**config.mk**
```make
export PLATFORM = sky130hd
export DESIGN_NAME = binary_heap_priority_queue
export DESIGN_NICKNAME = d
export VERILOG_FILES = /design/src/design/bhpq_pkg.sv /design/src/design/binary_heap_priority_queue.sv
export VERILOG_INCLUDE_DIRS = /design/src /design/src/design
export SDC_FILE = /design/constraint.sdc
export NUM_CORES = 2
export LEC_CHECK = 0
export BUFFER_PORTS_ARGS = -buffer_cell sky130_fd_sc_hd__buf_2
export CORE_UTILIZATION = 40
export DETAILED_ROUTE_END_ITERATION = 7
export GPL_TIMING_DRIVEN = 0
export PLACE_DENSITY = 0.66
export SETUP_SLACK_MARGIN = 0.2
export SYNTH_ARGS = -nofsm -noshare
export SYNTH_HDL_FRONTEND = slang
export SYNTH_SLANG_ARGS = --single-unit
```
**constraint.sdc**
```tcl
create_clock -name clock -period 23.1 [get_ports clock]
set_input_delay 0 -clock clock [delete_from_list [all_inputs] [get_ports clock]]
set_output_delay 0 -clock clock [all_outputs]
set_load 0.01 [all_outputs]
```
**src/design/binary_heap_priority_queue_macros.svh**
```systemverilog
// ----------------------------------------------------------------------------
// Binary heap priority queue assertion macros
// Clocked assertion wrappers used by the heap queue RTL.
// ----------------------------------------------------------------------------
`ifndef BINARY_HEAP_PRIORITY_QUEUE_MACROS_SVH
`define BINARY_HEAP_PRIORITY_QUEUE_MACROS_SVH

// Same-cycle implication, disabled during reset.
`define BHPQ_ASSERT_NOW(label, ante, cons, msg) \
   label: assert property (@(posedge clock) disable iff (reset) (ante) |-> (cons)) \
      else $error(msg);

// Next-cycle implication, disabled during reset.
`define BHPQ_ASSERT_NEXT(label, ante, cons, msg) \
   label: assert property (@(posedge clock) disable iff (reset) (ante) |=> (cons)) \
      else $error(msg);

`endif

```
**src/design/bhpq_pkg.sv**
```systemverilog
`timescale 1ns / 1ps
`default_nettype none
// ----------------------------------------------------------------------------
// Binary heap priority queue package
// Entry layout, status and operation codes, and the ordering function.
// ----------------------------------------------------------------------------
package bhpq_pkg;

   localparam int HEAP_DEPTH_DEFAULT = 64;
   localparam int KEY_W              = 16;
   localparam int PAY_W              = 16;
   localparam int OCC_W              = 7;

   localparam logic       KIND_PUSH    = 1'b0;
   localparam logic       KIND_POP     = 1'b1;

   localparam logic [1:0] STATUS_OK    = 2'd0;
   localparam logic [1:0] STATUS_FULL  = 2'd1;
   localparam logic [1:0] STATUS_EMPTY = 2'd2;

   typedef struct packed {
      logic [KEY_W-1:0] key;
      logic [PAY_W-1:0] payload;
   } entry_type;

   // True when key a leaves the heap strictly before key b.
   function automatic logic comes_before(input logic             max_first,
                                         input logic [KEY_W-1:0] a,
                                         input logic [KEY_W-1:0] b);
      comes_before = max_first ? (a > b) : (a < b);
   endfunction

endpackage
`default_nettype wire

```
**src/design/binary_heap_priority_queue.sv**
```systemverilog
// A refused request goes straight to the done state; a push reads and compares with the
// parent at each level it climbs, and a pop loads the root and the last entry, then reads and
// compares the children at each level it descends. One request is handled at a time; the
// next request is taken the cycle after the response is registered. Reset clears the entry
// count and the order mode; the heap memory is not cleared and needs no clearing pass.
`timescale 1ns / 1ps
`default_nettype none
`include "binary_heap_priority_queue_macros.svh"
// ----------------------------------------------------------------------------
// Binary heap priority queue
// Min- or max-first heap held in one synchronous memory, sifted by a small
// sequencer that reads, compares and writes back one level at a time.
// ----------------------------------------------------------------------------
module binary_heap_priority_queue
   import bhpq_pkg::*;
#(
   parameter int HEAP_DEPTH = HEAP_DEPTH_DEFAULT
) (
   input  wire logic             clock,
   input  wire logic             reset,
   input  wire logic             csr_we,
   input  wire logic             csr_wdata,
   input  wire logic             req_valid,
   output logic                  req_ready,
   input  wire logic             req_kind,
   input  wire logic [KEY_W-1:0] req_key,
   input  wire logic [PAY_W-1:0] req_payload,
   output logic                  rsp_valid,
   input  wire logic             rsp_ready,
   output logic [1:0]            rsp_status,
   output logic [KEY_W-1:0]      rsp_out_key,
   output logic [PAY_W-1:0]      rsp_out_payload,
   output logic [OCC_W-1:0]      rsp_occupancy
);

   localparam int AW = (HEAP_DEPTH > 1) ? $clog2(HEAP_DEPTH) : 1;
   localparam int CW = $clog2(HEAP_DEPTH + 1);

   localparam logic [2:0] ST_IDLE    = 3'd0;
   localparam logic [2:0] ST_UP_RD   = 3'd1;
   localparam logic [2:0] ST_UP_CMP  = 3'd2;
   localparam logic [2:0] ST_DN_LOAD = 3'd3;
   localparam logic [2:0] ST_DN_RD   = 3'd4;
   localparam logic [2:0] ST_DN_CMP  = 3'd5;
   localparam logic [2:0] ST_DONE    = 3'd6;

   logic [2:0]       state_ff, state_in;
   logic [CW-1:0]    count_ff, count_in;
   logic [AW-1:0]    pos_ff, pos_in;
   entry_type        entry_ff, entry_in;
   entry_type        top_ff, top_in;
   logic [1:0]       status_ff, status_in;
   logic             max_first_ff;

   logic             rsp_valid_ff, rsp_valid_in;
   logic [1:0]       rsp_status_ff;
   entry_type        rsp_entry_ff;
   logic [OCC_W-1:0] rsp_occ_ff;
   logic             rsp_load;

   entry_type        heap_mem [HEAP_DEPTH];
   logic             mem_we;
   logic [AW-1:0]    mem_waddr;
   entry_type        mem_wdata;
   logic [AW-1:0]    rd_addr_a, rd_addr_b;
   entry_type        rd_a_ff, rd_b_ff;

   logic [AW-1:0]    parent_addr;
   logic [AW:0]      left_idx, right_idx, count_ext;
   logic             left_absent, right_absent;
   logic             pick_left;
   entry_type        pick_entry;
   logic [AW:0]      pick_idx;
   logic             req_fire;

   assign req_ready   = (state_ff == ST_IDLE);
   assign req_fire    = req_valid && req_ready;

   assign parent_addr  = (pos_ff - AW'(1)) >> 1;
   assign left_idx     = {pos_ff, 1'b1};
   assign right_idx    = {pos_ff, 1'b0} + (AW+1)'(2);
   assign count_ext    = (AW+1)'(count_ff);
   assign left_absent  = (left_idx >= count_ext);
   assign right_absent = (right_idx >= count_ext);
   assign pick_left    = right_absent ||
                         comes_before(max_first_ff, rd_a_ff.key, rd_b_ff.key);
   assign pick_entry   = pick_left ? rd_a_ff : rd_b_ff;
   assign pick_idx     = pick_left ? left_idx : right_idx;

   // read address selection
   always_comb begin
      rd_addr_a = '0;
      rd_addr_b = AW'(count_ff - 1'b1);
      case (state_ff)
         ST_UP_RD: begin
            rd_addr_a = parent_addr;
         end
         ST_DN_RD: begin
            rd_addr_a = left_idx[AW-1:0];
            rd_addr_b = right_idx[AW-1:0];
         end
         default: begin
         end
      endcase
   end

   always_comb begin
      state_in  = state_ff;
      count_in  = count_ff;
      pos_in    = pos_ff;
      entry_in  = entry_ff;
      top_in    = top_ff;
      status_in = status_ff;
      mem_we    = 1'b0;
      mem_waddr = pos_ff;
      mem_wdata = entry_ff;
      rsp_load  = 1'b0;
      case (state_ff)
         ST_IDLE: begin
            if (req_fire) begin
               top_in    = '0;
               status_in = STATUS_OK;
               if (req_kind == KIND_PUSH) begin
                  if (count_ff == CW'(HEAP_DEPTH)) begin
                     status_in = STATUS_FULL;
                     state_in  = ST_DONE;
                  end else begin
                     entry_in = '{key: req_key, payload: req_payload};
                     pos_in   = AW'(count_ff);
                     count_in = count_ff + 1'b1;
                     state_in = ST_UP_RD;
                  end
               end else begin
                  if (count_ff == '0) begin
                     status_in = STATUS_EMPTY;
                     state_in  = ST_DONE;
                  end else begin
                     count_in = count_ff - 1'b1;
                     state_in = ST_DN_LOAD;
                  end
               end
            end
         end
         ST_UP_RD: begin
            if (pos_ff == '0) begin
               mem_we   = 1'b1;
               state_in = ST_DONE;
            end else begin
               state_in = ST_UP_CMP;
            end
         end
         ST_UP_CMP: begin
            mem_we = 1'b1;
            if (comes_before(max_first_ff, entry_ff.key, rd_a_ff.key)) begin
               // pull the parent down and climb
               mem_wdata = rd_a_ff;
               pos_in    = parent_addr;
               state_in  = ST_UP_RD;
            end else begin
               state_in  = ST_DONE;
            end
         end
         ST_DN_LOAD: begin
            top_in   = rd_a_ff;
            entry_in = rd_b_ff;
            pos_in   = '0;
            state_in = ST_DN_RD;
         end
         ST_DN_RD: begin
            if (left_absent) begin
               mem_we   = 1'b1;
               state_in = ST_DONE;
            end else begin
               state_in = ST_DN_CMP;
            end
         end
         ST_DN_CMP: begin
            mem_we = 1'b1;
            if (comes_before(max_first_ff, pick_entry.key, entry_ff.key)) begin
               // lift the chosen child and descend
               mem_wdata = pick_entry;
               pos_in    = pick_idx[AW-1:0];
               state_in  = ST_DN_RD;
            end else begin
               state_in  = ST_DONE;
            end
         end
         ST_DONE: begin
            if (!rsp_valid_ff || rsp_ready) begin
               rsp_load = 1'b1;
               state_in = ST_IDLE;
            end
         end
         default: begin
            state_in = ST_IDLE;
         end
      endcase
   end

   assign rsp_valid_in = rsp_load || (rsp_valid_ff && !rsp_ready);

   always_ff @(posedge clock) begin
      if (reset) begin
         state_ff     <= ST_IDLE;
         count_ff     <= '0;
         max_first_ff <= 1'b0;
         rsp_valid_ff <= 1'b0;
      end else begin
         state_ff     <= state_in;
         count_ff     <= count_in;
         rsp_valid_ff <= rsp_valid_in;
         if (csr_we) begin
            max_first_ff <= csr_wdata;
         end
      end
   end

   always_ff @(posedge clock) begin
      pos_ff    <= pos_in;
      entry_ff  <= entry_in;
      top_ff    <= top_in;
      status_ff <= status_in;
      if (rsp_load) begin
         rsp_status_ff <= status_ff;
         rsp_entry_ff  <= top_ff;
         rsp_occ_ff    <= OCC_W'(count_ff);
      end
   end

   always_ff @(posedge clock) begin
      if (mem_we) begin
         heap_mem[mem_waddr] <= mem_wdata;
      end
      rd_a_ff <= heap_mem[rd_addr_a];
      rd_b_ff <= heap_mem[rd_addr_b];
   end

   assign rsp_valid       = rsp_valid_ff;
   assign rsp_status      = rsp_status_ff;
   assign rsp_out_key     = rsp_entry_ff.key;
   assign rsp_out_payload = rsp_entry_ff.payload;
   assign rsp_occupancy   = rsp_occ_ff;

   `BHPQ_ASSERT_NOW(a_count_range, 1'b1, count_ff <= CW'(HEAP_DEPTH), "entry count above depth")
   `BHPQ_ASSERT_NEXT(a_accept_busy, req_fire, state_ff != ST_IDLE, "accepted request left idle")
   `BHPQ_ASSERT_NEXT(a_pop_count, req_fire && req_kind == KIND_POP && count_ff != '0, count_ff == $past(count_ff) - 1'b1, "pop did not drop count")
   `BHPQ_ASSERT_NOW(a_refused_zero, rsp_valid && rsp_status != STATUS_OK, rsp_out_key == '0 && rsp_out_payload == '0, "refused request carries data")
   `BHPQ_ASSERT_NOW(a_write_busy, mem_we, state_ff != ST_IDLE && state_ff != ST_DONE, "heap write outside sift")

endmodule
`default_nettype wire
```
### After elaboration in Yosys (flattened, before gate mapping)

Memories as Yosys holds them, arrays and structs flattened. A register that Yosys moved wholly into a read port is not among the register bits.
Cells that the tools add are included.

* add/subtract/negate cells: 4
* multiply operators: 0
* divide/modulo/power cells: 0
* magnitude comparators: 8
* equal/unequal tests: 15
* shift-type cells: 0
* muxes and demuxes: 45
* bitwise logic cells: 0
* reduce and logical (&&, ||, !) cells: 19

Operator list (count)
* 2-to-1 mux 32 bit: 7
* one-hot mux 32 bit (2 select lines): 3
* greater-than comparator 16 bit: 3
* less-than comparator 16 bit: 3
* 2-to-1 mux 6 bit: 7
* one-hot mux 6 bit (4 select lines): 1
* 2-to-1 mux 3 bit: 7
* 2-to-1 mux 7 bit: 3
* one-hot mux 3 bit (7 select lines): 1
* greater-or-equal comparator 7 bit: 2
* != test 2 bit, second input constant: 7
* one-hot mux 6 bit (2 select lines): 1
* 2-to-1 mux 1 bit: 10
* equality test 3 bit, second input constant: 3
* 2-to-1 mux 2 bit: 4
* AND reduction 4 bit: 2
* adder 7 x 1 -> 7 bit, second input constant: 1
* adder 7 x 2 -> 7 bit, second input constant: 1
* equality test 7 bit, second input constant: 1
* zero test 7 bit: 1
* subtractor 7 x 1 -> 7 bit, second input constant: 1
* equality test 3 x 2 -> 1 bit, second input constant: 2
* zero test 6 bit: 1
* AND reduction 2 bit: 3
* other kinds (12): 16

* register bits after elaboration: 125
* latch bits: 0
* bits in writable memories: 2048
* memory bits (read-only): 0
* input bits: 39
* output and inout bits: 43
* word-level logic and storage cells: 106
* memories kept: 1

Memories
* heap_mem: words 64, width 32, read ports 2, clocked after Yosys merged registers in 2, write ports 1, line binary_heap_priority_queue.sv:61 `entry_type heap_mem [HEAP_DEPTH];`

### Longest topological paths before layout

* word-level depth: 8
* mapped depth: 23
* gate-level depth less buffers: 18

### Worst setup path before layout

OpenSTA, ideal clock, no wires.

* kind: reg-to-reg
* start point: register pos_ff[4] (netlist: mem_waddr[4])
* end point: memory heap_mem[0][20] (netlist bit), data pin
* library setup time: 567 ps
* data arrival time: 6775 ps
* required time: 22533 ps
* slack: 15758 ps
* stages on the path, launching flop included: 23
* path buffers: 5
* clock period less this slack: 7342 ps
* path through: edfxtp_1 clkbuf_1 nand2_1 or2_2 clkbuf_1 o21ai_0 ha_1 nand2_1 a21oi_1 a211o_1 nor3_4 buf_6 clkbuf_1 o21ai_0 ha_1 a21oi_1 o21ai_0 a221o_1 or3_1 mux2_2 o31a_1 clkbuf_1 o221ai_1

RTL lines
* start: declaration: line binary_heap_priority_queue.sv:49 `logic [AW-1:0] pos_ff, pos_in;`
* start signal: assignment: line binary_heap_priority_queue.sv:219 `pos_ff <= pos_in;`
* end: declaration: line binary_heap_priority_queue.sv:61

==> metrics.csv <==
metric,value,unit
hold_path_class,in -> reg,
reg2regPathDepth,24,
firstDrtPassIters,6,
yosysTopAreaCell,edfxtp_1,
critical_path.max_fanout,28,
grtUsageTotal,0.309,
crit_type,reg -> reg,
clock_latency,0.94,ns
synth_nets,5920,
start_util,0.402,
cts_setup_buffers,0,
worstPathCellList,clkbuf_1 -> nand2_1 -> or2_2 -> clkbuf_1 -> o21ai_0 -> ha_1 -> nand2_1 -> a21oi_1 -> a211o_1 -> nor3_4 -> buf_6 -> clkbuf_1 -> o21ai_0 -> ha_1 -> a21oi_1 -> o21ai_0 -> a221o_1 -> or3_1 -> mux2_2 -> o21ai_0 -> clkbuf_1 -> o221ai_4 -> buf_12 -> buf_12,
violations,"capacitance limit, slew limit",
cp_top_family,buffers and inverters,
routed-wl-met3,62200,um
min_period_over_period,0.399,
cp.arrival,9.85,ns
setup_tns,0,ns
fp.dieH,512,um
ys_seq_area_frac,0.637,
grt_start_max_net_pins,65,
io_buffers,80,
fp.dieW,512,um
clockRootBuffer,clkbuf_16,
cts_htree_levels,4,
cts_sinks,2237,
ys_types,87,
synthFlopType,edfxtp_1,
ys_top_cells_by_area,"edfxtp_1, mux4_2, mux2i_1",
row_count,187,
cts_max_path_buffers,3,
synth-edff-count,2161,
drt_iter0_drc,12100,
critPathCapture,heap_mem[0][10],
crit_required,23.73,ns
ios,82,
cts_tree,yes,
cp.depth,24,
whs,0.0360,ns
rr_startpoint,mem_waddr[4],
cts_buffers,227,
maxCapViolCount,10,
place_area,114000,um^2
dieArea,263000,um^2
r2r-end,heap_mem[0][10],
wl_per_cell,40.4,um
clk_pin_slew,0.07,ns
drtAntennaViolNets,0,
worstSetupStartpoint,mem_waddr[4],
layout.nets,6619,
ys_seq_elements,2237,
yosysWarnings,0,
slew_violations,39,
ys_async_sr_fraction,0,
grt_pass1_vias,65500,
max_slew_margin,-0.232,
netlist.area_leader.share,0.623,
r2r_setup_slack,13.88,ns
drt-total-wl,409000,um
setup_slack,13.88,ns
wl_met2,176000,um
min_period,9.22,ns
slowest_delay,0.99,ns
hpwl,308000,um
finalSetupViolCount,0,
drive_gt1_frac,0.329,
wirelength_met1,141000,um
skew,0.0512,ns
post-place-ws,14.00,ns
crit_buf_inv,7,
crit_slowest_cell,clkbuf_1,
synth_cells,5816,
final_cell_area,122000,um^2
vias_per_cell,6.71,
startpoint_type,flip-flop,
avgSynthCellArea,17.9,um^2
hold_viol,0,
gp_congestion,1.09,
drc,0,
coreArea,259000,um^2
layout_common_cells,"edfxtp_1, mux4_2, nand2_1",
antenna_found_initial,40,
nFillCells,21700,
rsz0062_at_grt,no,
cts_resized,0,
worst_pin_slew,1.83,ns
top_layer_used,met5,
clock.fmax,0.108,GHz
grt_pass1_wl,551000,um
area_growth,17.2,%
layout_commonest_cell,edfxtp_1,
syn_area,104000,um^2
status,"finished, violations left",
via_count,68000,
cp-end-kind,flip-flop,
grt-ovfl-total,0,
-- cell usage after synthesis, types with 87 or more instances --
cell type and n:
buf_1 94, nor2_1 151, nand3_1 171, mux2_2 150, clkbuf_1 137, nor3_1 112, nand4_1 105, a22o_1 87
inv_1 96, mux2i_1 208, mux4_2 962, edfxtp_1 2161, nand2_1 503, buf_2 155
-- cell type report --
class	instances	area (um^2)	share of cell area
Inverter	98	368	0.00301
Clock buffer	271	6000	0.0492
Tap cell	3402	4260	0.0349
Sequential cell	2237	66400	0.544
Buffer	444	2100	0.0172
Clock inverter	149	1530	0.0126
Multi-Input combinational cell	3037	36200	0.296
Timing Repair Buffer	470	5180	0.0424
Antenna cell	23	57.6	0.000471
-- sequential cells by signal (all words and copies together) (netlist names) --
name             cells
count_ext            7
entry_ff            32
heap_mem          2048
max_first_ff         1
mem_waddr            6
rd_a_ff             32
rd_b_ff             32
rsp_occupancy        7
rsp_out_key         16
rsp_out_payload     16
rsp_status           2
rsp_valid            1
state_ff             3
status_ff            2
top_ff              32
-- layer usage --
metal | vias up | track usage
li1 | 25700 | -
met1 | 35600 | 0.388
met2 | 5489 | 0.448
met3 | 1075 | 0.126
met4 | 26 | 0.181
met5 | - | 0
-- how the worst min path moves through the flow --
stage                     slack (ns)           end      start  depth (start not counted)
final                           0.04   state_ff[2]      reset                          4
after global routing            0.03   state_ff[2]      reset                          4
after CTS                       0.02   state_ff[2]      reset                          4
after detailed placement        0.27  max_first_ff  csr_wdata                          3
after global placement          0.25  max_first_ff  csr_wdata                          3
after floorplan                 0.15  max_first_ff  csr_wdata                          2
-- tightest hold or removal path, delay by kind of cell --
family	cells	cell delay, ns
buffers and inverters	2	0.71
AO/OA/AOI/OAI	2	0.17
-- through the flow --
step,instances,util
after global placement,9298,0.420
after detailed placement,9616,0.439
final,10100,0.471
after global routing,10100,0.471
after floorplan,5816,-
after CTS,10100,0.471
-- repair_timing --
| action | 4_1_cts | 5_1_grt |
|---|---|---|
| setup endpoints to repair | 0 | 0 |
| hold endpoints to repair | 63 | 0 |
| hold buffers | 71 | 0 |
-- cell families (layout without fill, tap and decap cells) --
kind of cell,after synthesis,count (layout),share of synthesized area
AOI/OAI and AO/OA,487,487,0.0346
DFF,2237,2237,0.637
muxes,1321,1321,0.244
adders and majority gates,65,65,0.00780
and+or+nand+nor,1146,1146,0.0509
xor gates and xnor gates,18,18,0.00151
buffers and inverters,542,1432,0.0237
other,0,23,0
Power is not shown: default switching activity piles up to over one toggle a cycle in this logic, so the estimate is an artifact.
